## src/hdl/shss_pkg.sv

```systemverilog
package shss_pkg;

  localparam int unsigned CFG_W   = 10;
  localparam int unsigned COIL_W  = 4;
  localparam int unsigned POS_W   = 32;
  localparam int unsigned STEPS_W = 31;
  localparam int unsigned PHASE_W = 3;

  localparam logic [1:0] OP_TICK    = 2'd0;
  localparam logic [1:0] OP_MOVE    = 2'd1;
  localparam logic [1:0] OP_SET_DIR = 2'd2;

  localparam logic [PHASE_W-1:0] PHASE_LAST = 3'd7;
  localparam logic [STEPS_W-1:0] STEPS_MAX  = 31'h7FFF_FFFF;
  localparam logic [POS_W-1:0]   MOST_NEG   = 32'h8000_0000;

  // Half-step coil sequence, bit0 drives IN1.
  localparam logic [COIL_W-1:0] HALF_PATTERNS [8] = '{
    4'h1, 4'h3, 4'h2, 4'h6, 4'h4, 4'hC, 4'h8, 4'h9
  };

  typedef struct packed {
    logic [1:0]        opcode;
    logic signed [31:0] signed_steps;
    logic              dir_bit;
  } shss_in_t;

  typedef struct packed {
    logic [COIL_W-1:0]  coils;
    logic signed [31:0] position;
    logic               running;
    logic [STEPS_W-1:0] steps_left;
  } shss_out_t;

endpackage

```

## src/hdl/stepper_half_step_sequencer_core.sv

```systemverilog
// Channel  | Direction | Handshake               | Payload
// ---------+-----------+-------------------------+-------------------------
// in       | input     | in_valid_i / in_ready_o | in_data_i (shss_in_t)
// out      | output    | out_valid_o/out_ready_i | out_data_o (shss_out_t)
// cfg      | input     | cfg_we_i                | cfg_wdata_i (hold ticks)
//
// One item per cycle while the output is not stalled.
// Each item passes through the input register and then the result register around the step engine.
// Reset clears all step state, sets the hold to one tick and empties both registers.
// A stalled output holds its result while one more item waits in the input register.
module stepper_half_step_sequencer_core import shss_pkg::*; #(
  parameter int unsigned HOLD_BITS = 10
) (
  input  logic             clk_i,
  input  logic             rst_ni,
  input  logic             in_valid_i,
  output logic             in_ready_o,
  input  shss_in_t         in_data_i,
  output logic             out_valid_o,
  input  logic             out_ready_i,
  output shss_out_t        out_data_o,
  input  logic             cfg_we_i,
  input  logic [CFG_W-1:0] cfg_wdata_i
);

  logic      item_valid;
  shss_in_t  item;
  shss_out_t res;
  logic      fire;

  // Advance when the result register is free or being drained.
  assign fire = item_valid && (!out_valid_o || out_ready_i);

  shss_in_stage u_in (
    .clk_i        (clk_i),
    .rst_ni       (rst_ni),
    .in_valid_i   (in_valid_i),
    .in_ready_o   (in_ready_o),
    .in_data_i    (in_data_i),
    .pop_i        (fire),
    .item_valid_o (item_valid),
    .item_o       (item)
  );

  shss_step_engine #(
    .HOLD_BITS (HOLD_BITS)
  ) u_engine (
    .clk_i       (clk_i),
    .rst_ni      (rst_ni),
    .cfg_we_i    (cfg_we_i),
    .cfg_wdata_i (cfg_wdata_i),
    .fire_i      (fire),
    .item_i      (item),
    .res_o       (res)
  );

  shss_out_stage u_out (
    .clk_i       (clk_i),
    .rst_ni      (rst_ni),
    .fire_i      (fire),
    .res_i       (res),
    .out_valid_o (out_valid_o),
    .out_ready_i (out_ready_i),
    .out_data_o  (out_data_o)
  );

endmodule

```

## src/hdl/shss_in_stage.sv

```systemverilog
module shss_in_stage import shss_pkg::*; (
  input  logic     clk_i,
  input  logic     rst_ni,
  input  logic     in_valid_i,
  output logic     in_ready_o,
  input  shss_in_t in_data_i,
  input  logic     pop_i,
  output logic     item_valid_o,
  output shss_in_t item_o
);

  logic     valid_q, valid_d;
  shss_in_t data_q;

  assign in_ready_o = !valid_q || pop_i;

  always_comb begin
    valid_d = valid_q;
    if (in_valid_i && in_ready_o) begin
      valid_d = 1'b1;
    end else if (pop_i) begin
      valid_d = 1'b0;
    end
  end

  always_ff @(posedge clk_i or negedge rst_ni) begin
    if (!rst_ni) begin
      valid_q <= 1'b0;
    end else begin
      valid_q <= valid_d;
    end
  end

  always_ff @(posedge clk_i) begin
    if (in_valid_i && in_ready_o) begin
      data_q <= in_data_i;
    end
  end

  assign item_valid_o = valid_q;
  assign item_o       = data_q;

endmodule

```

## src/hdl/shss_step_engine.sv

```systemverilog
module shss_step_engine import shss_pkg::*; #(
  parameter int unsigned HOLD_BITS = 10
) (
  input  logic             clk_i,
  input  logic             rst_ni,
  input  logic             cfg_we_i,
  input  logic [CFG_W-1:0] cfg_wdata_i,
  input  logic             fire_i,
  input  shss_in_t         item_i,
  output shss_out_t        res_o
);

  localparam logic [HOLD_BITS-1:0] HoldOne = HOLD_BITS'(1);

  logic [HOLD_BITS-1:0] hold_q;
  logic [HOLD_BITS-1:0] hcnt_q, hcnt_d;
  logic [STEPS_W-1:0]   rem_q, rem_d;
  logic                 dir_q, dir_d;
  logic [PHASE_W-1:0]   phase_q, phase_d;
  logic                 active_q, active_d;
  logic [POS_W-1:0]     pos_q, pos_d;

  logic [HOLD_BITS-1:0] limit;
  logic [HOLD_BITS-1:0] hc;
  logic [HOLD_BITS-1:0] hc_next;
  logic [PHASE_W-1:0]   pi;
  logic [PHASE_W-1:0]   idx;
  logic [POS_W-1:0]     raw;
  logic [POS_W-1:0]     mag;
  logic [COIL_W-1:0]    coils;

  // A zero hold acts as one tick.
  assign limit = (hold_q == '0) ? HoldOne : hold_q;

  always_comb begin
    hcnt_d   = hcnt_q;
    rem_d    = rem_q;
    dir_d    = dir_q;
    phase_d  = phase_q;
    active_d = active_q;
    pos_d    = pos_q;
    coils    = '0;
    pi       = active_q ? phase_q : '0;
    hc       = active_q ? hcnt_q : '0;
    idx      = dir_q ? ~pi : pi;
    hc_next  = hc + HoldOne;
    raw      = item_i.signed_steps;
    mag      = -raw;
    case (item_i.opcode)
      OP_TICK: begin
        if (active_q || rem_q != '0) begin
          coils = HALF_PATTERNS[idx];
          if (hc_next >= limit || hc_next == '0) begin
            hcnt_d = '0;
            if (pi == PHASE_LAST) begin
              // Step done: advance position, count down remaining steps.
              pos_d    = dir_q ? pos_q - 32'd1 : pos_q + 32'd1;
              if (rem_q != '0) begin
                rem_d = rem_q - 31'd1;
              end
              active_d = 1'b0;
              phase_d  = '0;
            end else begin
              phase_d  = pi + 3'd1;
              active_d = 1'b1;
            end
          end else begin
            hcnt_d   = hc_next;
            phase_d  = pi;
            active_d = 1'b1;
          end
        end
      end
      OP_MOVE: begin
        active_d = 1'b0;
        phase_d  = '0;
        hcnt_d   = '0;
        if (raw[POS_W-1]) begin
          rem_d = (raw == MOST_NEG) ? STEPS_MAX : mag[STEPS_W-1:0];
          dir_d = 1'b1;
        end else begin
          rem_d = raw[STEPS_W-1:0];
          dir_d = 1'b0;
        end
      end
      OP_SET_DIR: begin
        active_d = 1'b0;
        phase_d  = '0;
        hcnt_d   = '0;
        dir_d    = item_i.dir_bit;
      end
      default: begin
        // Unused opcode: report status only.
      end
    endcase
  end

  always_ff @(posedge clk_i or negedge rst_ni) begin
    if (!rst_ni) begin
      hold_q   <= HoldOne;
      hcnt_q   <= '0;
      rem_q    <= '0;
      dir_q    <= 1'b0;
      phase_q  <= '0;
      active_q <= 1'b0;
      pos_q    <= '0;
    end else begin
      if (cfg_we_i) begin
        hold_q <= HOLD_BITS'(cfg_wdata_i);
      end
      if (fire_i) begin
        hcnt_q   <= hcnt_d;
        rem_q    <= rem_d;
        dir_q    <= dir_d;
        phase_q  <= phase_d;
        active_q <= active_d;
        pos_q    <= pos_d;
      end
    end
  end

  always_comb begin
    res_o.coils      = coils;
    res_o.position   = pos_d;
    res_o.running    = (rem_d != '0) || active_d;
    res_o.steps_left = rem_d;
  end

endmodule

```

## src/hdl/shss_out_stage.sv

```systemverilog
module shss_out_stage import shss_pkg::*; (
  input  logic      clk_i,
  input  logic      rst_ni,
  input  logic      fire_i,
  input  shss_out_t res_i,
  output logic      out_valid_o,
  input  logic      out_ready_i,
  output shss_out_t out_data_o
);

  logic      valid_q, valid_d;
  shss_out_t data_q;

  always_comb begin
    valid_d = valid_q;
    if (fire_i) begin
      valid_d = 1'b1;
    end else if (out_ready_i) begin
      valid_d = 1'b0;
    end
  end

  always_ff @(posedge clk_i or negedge rst_ni) begin
    if (!rst_ni) begin
      valid_q <= 1'b0;
    end else begin
      valid_q <= valid_d;
    end
  end

  always_ff @(posedge clk_i) begin
    if (fire_i) begin
      data_q <= res_i;
    end
  end

  assign out_valid_o = valid_q;
  assign out_data_o  = data_q;

endmodule

```

## config.mk

```make
export PLATFORM = sky130hd
export DESIGN_NAME = stepper_half_step_sequencer_core
export DESIGN_NICKNAME = d
export VERILOG_FILES = /design/src/hdl/shss_pkg.sv /design/src/hdl/stepper_half_step_sequencer_core.sv /design/src/hdl/shss_in_stage.sv /design/src/hdl/shss_step_engine.sv /design/src/hdl/shss_out_stage.sv
export SDC_FILE = /design/constraint.sdc
export NUM_CORES = 1
export LEC_CHECK = 0
export ABC_CLOCK_PERIOD_IN_PS = 8400
export BUFFER_PORTS_ARGS = -buffer_cell sky130_fd_sc_hd__buf_2
export CAP_MARGIN = 20
export CELL_PAD_IN_SITES_DETAIL_PLACEMENT = 1
export CELL_PAD_IN_SITES_GLOBAL_PLACEMENT = 1
export CORE_MARGIN = 2
export CORE_UTILIZATION = 52
export CTS_BUF_LIST = sky130_fd_sc_hd__clkbuf_2 sky130_fd_sc_hd__clkbuf_4 sky130_fd_sc_hd__clkbuf_8
export DETAILED_ROUTE_END_ITERATION = 6
export PLACE_DENSITY = 0.92
export SYNTH_ARGS = -nofsm -noshare
export SYNTH_HDL_FRONTEND = slang
export SYNTH_SLANG_ARGS = --single-unit
export TNS_END_PERCENT = 50
```

## constraint.sdc

```tcl
create_clock -name clk_i -period 8.4 [get_ports clk_i]
set_input_delay 1.68 -clock clk_i [delete_from_list [all_inputs] [get_ports clk_i]]
set_output_delay 1.68 -clock clk_i [all_outputs]
set_load 0.02 [all_outputs]
```

==> insert_results.sql <==
INSERT INTO impl_metrics (metric_group, metric, value, unit) VALUES
('run_status', 'status', 'finished, final reports clean', ''),
('sta', 'timing.final.setup_violations', '0', ''),
('route', 'route.vias.total', '9480', ''),
('global_routing', 'grt_antenna_before_repair', '0', ''),
('sta', 'final.setup.tns', '0', 'ns'),
('die', 'boundaryPins', '120', ''),
('cts', 'cts_hold_buffers', '0', ''),
('layout', 'finish.net_count', '1346', ''),
('setup_path', 'critPathKind', 'flip-flop to flip-flop', ''),
('sta', 'grt_setup_unrepaired', 'false', ''),
('setup_path', 'crit_fanout', '22', ''),
('sta', 'relative_slew_margins', '24.4', '%'),
('die', 'floorplan.die.width', '151', 'um'),
('global_routing', 'global_route.overflow_total', '0', ''),
('route', 'dr_wl_met2', '15.0', 'mm'),
('route', 'top_layer', 'met4', ''),
('layout', 'final_layout_size_suffix_gt1_share', '16.6', '%'),
('route', 'antenna_left', '0', ''),
('synthesis', 'syn-instance-count', '1146', ''),
('setup_path', 'cp_data_arrival_time', '5.61', 'ns'),
('sta', 'finalCriticalPeriod', '5.40', 'ns'),
('placed_design', 'post_dp_cell_area', '12000', 'um^2'),
('cts', 'clock_tree.htree_level_count', '4', ''),
('cts', 'clk_path_buf_depth', '2', ''),
('global_routing', 'groute.usage.overall', '28.8', '%'),
('pwr', 'power.density_cell_area', '206', 'nW/um^2'),
('synthesis', 'synth_compound_gate_area_share', '16.6', '%'),
('setup_path', 'crit_path_slowest_cell', 'sky130_fd_sc_hd__dfrtp_1', ''),
('job', 'max_cap_viol_count', '0', ''),
('sta', 'finClkSkew', '0.0230', 'ns'),
('sta', 'report.final.slew_viol_count', '0', ''),
('synthesis', 'post_synth_adder_cell_area', '5.65', '%'),
('die', 'core_area', '21100', 'um^2'),
('synthesis', 'synth_area', '11200', 'um^2'),
('die', 'start_util', '53.2', '%'),
('setup_path', 'cpMostUsedCell', 'sky130_fd_sc_hd__ha_1', ''),
('synthesis', 'ys.flop_type', 'sky130_fd_sc_hd__edfxtp_1', ''),
('die', 'die_area', '22800', 'um^2'),
('synthesis', 'synth_seq_area_share', '47.7', '%'),
('setup_path', 'crit_required', '8.62', 'ns'),
('route', 'drtPass1Iterations', '5', ''),
('synthesis', 'ys_seq_elements', '193', ''),
('sta', 'timing_hold_violations_final', '0', ''),
('setup_path', 'timing.critical_path.from_type', 'flip-flop', ''),
('cts', 'postCtsResizedCells', '0', ''),
('placed_design', 'routabilityCongestion', '0.915', ''),
('placed_design', 'placedCellCount', '1502', ''),
('setup_path', 'crit_path_cell_trace', 'nand2_1 > inv_1 > ha_1 > nand3_1 > or3_1 > and2_1 > nor2b_1 > ha_1 > o2111ai_1 > o31a_1 > o21ai_1 > o21a_1 > nand2_2 > a311o_1 > a211o_1 > nor4_2 > nand4_1', ''),
('pwr', 'power.static_leakage', '5.41', 'nW'),
('layout', 'syn_to_final_growth', '11.2', '%'),
('global_routing', 'vias_in_the_first_global_route', '9725', ''),
('global_routing', 'pin_count_of_the_biggest_net_entering_global_routing', '85', ''),
('synthesis', 'muxShareOfSynthArea', '2.10', '%'),
('die', 'fp-row-count', '53', ''),
('cts', 'tritoncts_clock_tree', 'yes', ''),
('route', 'route.detailed.drc', '0', ''),
('layout', 'finalInstanceArea', '12500', 'um^2'),
('synthesis', 'synth_enable_flop_cells', '103', ''),
('route', 'routed_via_density', '6.18', ''),
('sta', 'fin_crit_sh', '64.2', '%'),
('sta', 'max_slew.worst_pin.slew', '1.13', 'ns'),
('synthesis', 'synthesis.nets', '1246', ''),
('placed_design', 'dp_hpwl', '22.1', 'mm'),
('cts', 'clock_slew_at_reported_path_ffs', '0.10', 'ns'),
('pwr', 'vdd_ir_drop_max', '116', 'uV'),
('cts', 'clkSinkCount', '193', ''),
('global_routing', 'grt_pass1_wl', '51.2', 'mm'),
('setup_path', 'worstSetupEndpointType', 'flip-flop', ''),
('route', 'met3RoutedLength', '2.22', 'mm'),
('sta', 'fin_hold_ws', '0.505', 'ns'),
('placed_design', 'placement.io_buffers', '119', '');
## flip-flops by register name, indices dropped and copies added, names as in the netlist
name	cells
u_in.item_valid_o	1
u_engine.hold_q	10
u_engine.rem_q	31
u_engine.hcnt_q	10
u_engine.active_q	1
u_engine.pos_q	32
u_in.item_o	35
u_out.out_valid_o	1
u_out.out_data_o	68
u_engine.dir_q	1
u_engine.phase_q	3
## power breakdown
part / leakage (nW) / switching (mW) / internal, mW
Combinational: 2.98 / 0.426 / 0.232
Clock: 0.227 / 0.351 / 0.337
Sequential: 2.20 / 0.109 / 1.11
Total: 5.41 / 0.886 / 1.68
## kinds of logic (layout without fill, tap and decap cells)
kind of cell,Yosys count,after routing
compound gates,281,281
xor+xnor,61,61
fa+ha+maj,50,50
buf+inv,98,211
flops,193,193
mux,21,21
simple gates,442,442
## cell type report
cell class                      count  area (um^2)  area share [%]
Multi-Input combinational cell    855         5490            44.0
Sequential cell                   193         5350            42.9
Timing Repair Buffer              127          658            5.28
Tap cell                          275          344            2.76
Clock buffer                       20          256            2.06
Inverter                           52          198            1.59
Clock inverter                     12          179            1.44
## cells in the mapped netlist (5+ instances only)
| cell type | instances | area (um^2) |
|---|---|---|
| sky130_fd_sc_hd__a211oi_1 | 8 | 60.1 |
| sky130_fd_sc_hd__a31oi_1 | 18 | 113 |
| sky130_fd_sc_hd__o31ai_1 | 13 | 97.6 |
| sky130_fd_sc_hd__and2_1 | 8 | 50.1 |
| sky130_fd_sc_hd__and3_1 | 12 | 75.1 |
| sky130_fd_sc_hd__a21oi_1 | 31 | 155 |
| sky130_fd_sc_hd__buf_2 | 6 | 30.0 |
| sky130_fd_sc_hd__a22o_1 | 11 | 96.3 |
| sky130_fd_sc_hd__o311ai_1 | 5 | 43.8 |
| sky130_fd_sc_hd__o211ai_1 | 15 | 113 |
| sky130_fd_sc_hd__o2111ai_1 | 6 | 52.6 |
| sky130_fd_sc_hd__o41ai_1 | 7 | 61.3 |
| sky130_fd_sc_hd__nor2b_1 | 6 | 37.5 |
| sky130_fd_sc_hd__xnor2_1 | 48 | 420 |
| sky130_fd_sc_hd__or3_1 | 9 | 56.3 |
| sky130_fd_sc_hd__clkbuf_1 | 32 | 120 |
| sky130_fd_sc_hd__ha_1 | 49 | 613 |
| sky130_fd_sc_hd__or4_1 | 8 | 60.1 |
| sky130_fd_sc_hd__buf_1 | 6 | 22.5 |
| sky130_fd_sc_hd__a21o_1 | 14 | 105 |
| sky130_fd_sc_hd__nand4_1 | 17 | 106 |
| sky130_fd_sc_hd__nand3_1 | 22 | 110 |
| sky130_fd_sc_hd__nor4_1 | 11 | 68.8 |
| sky130_fd_sc_hd__dfrtp_1 | 89 | 2230 |
| sky130_fd_sc_hd__nor2_1 | 44 | 165 |
| sky130_fd_sc_hd__inv_1 | 50 | 188 |
| sky130_fd_sc_hd__or2_2 | 5 | 31.3 |
| sky130_fd_sc_hd__edfxtp_1 | 103 | 3090 |
| sky130_fd_sc_hd__o21ai_0 | 99 | 495 |
| sky130_fd_sc_hd__xor2_1 | 13 | 114 |
| sky130_fd_sc_hd__mux2_2 | 16 | 180 |
| sky130_fd_sc_hd__a211o_1 | 5 | 43.8 |
| sky130_fd_sc_hd__nor3_1 | 27 | 135 |
| sky130_fd_sc_hd__nand2b_1 | 17 | 106 |
| sky130_fd_sc_hd__o21a_1 | 10 | 75.1 |
| sky130_fd_sc_hd__nand2_1 | 220 | 826 |
| sky130_fd_sc_hd__o311ai_0 | 9 | 78.8 |
## per-layer routing
metal	global-route usage [%]	up-vias
met1	38.1	4668
met5	0	-
met2	46.9	344
met4	8.79	0
li1	-	4400
met3	7.20	68
## per-stage QoR
stage               util [%]  total power, mW  setup slack (ns)
floorplan                  -             1.67              3.56
global placement        57.1             1.84              3.42
detailed placement      57.1             1.88              3.17
CTS                     59.1             2.57              3.08
global route            59.1             2.69              2.59
finish                  59.1             2.57              3.00
## worst max-delay path: cells and delay by family, from the launching register on
kind / cells / cell delay (ns)
AO/OA/AOI/OAI: 6 / 2.18
adder cells (fa/ha/maj): 2 / 0.41
flip-flops: 1 / 0.73
AND/OR/NAND/NOR: 8 / 1.68
buffers and inverters: 1 / 0.12
## final timing paths
path	start	slack, ns	cells after the start	to
max in group asynchronous	rst_ni	6.08	2	u_engine.pos_q[1]
worst min register to register	u_engine.pos_q[31]	0.50	1	u_engine.pos_q[31]
min in group asynchronous	rst_ni	1.11	1	u_engine.rem_q[23]
worst max register to register	u_engine.active_q	3.00	17	u_out.out_data_o[31]
worst max-delay path	u_engine.active_q	3.00	17	u_out.out_data_o[31]
worst min-delay path	u_engine.pos_q[31]	0.50	1	u_engine.pos_q[31]
## layout by cell type, fill, tap and decap left out, types with 18 or more instances in the layout
cell type	instances
sky130_fd_sc_hd__nand2_1	219
sky130_fd_sc_hd__buf_2	118
sky130_fd_sc_hd__edfxtp_1	103
sky130_fd_sc_hd__o21ai_0	99
sky130_fd_sc_hd__dfrtp_1	89
sky130_fd_sc_hd__inv_1	50
sky130_fd_sc_hd__ha_1	49
sky130_fd_sc_hd__xnor2_1	48
sky130_fd_sc_hd__nor2_1	44
sky130_fd_sc_hd__a21oi_1	31
sky130_fd_sc_hd__nor3_1	26
sky130_fd_sc_hd__nand3_1	22
sky130_fd_sc_hd__a31oi_1	18
No activity file was read; power rests on OpenSTA's default activity.
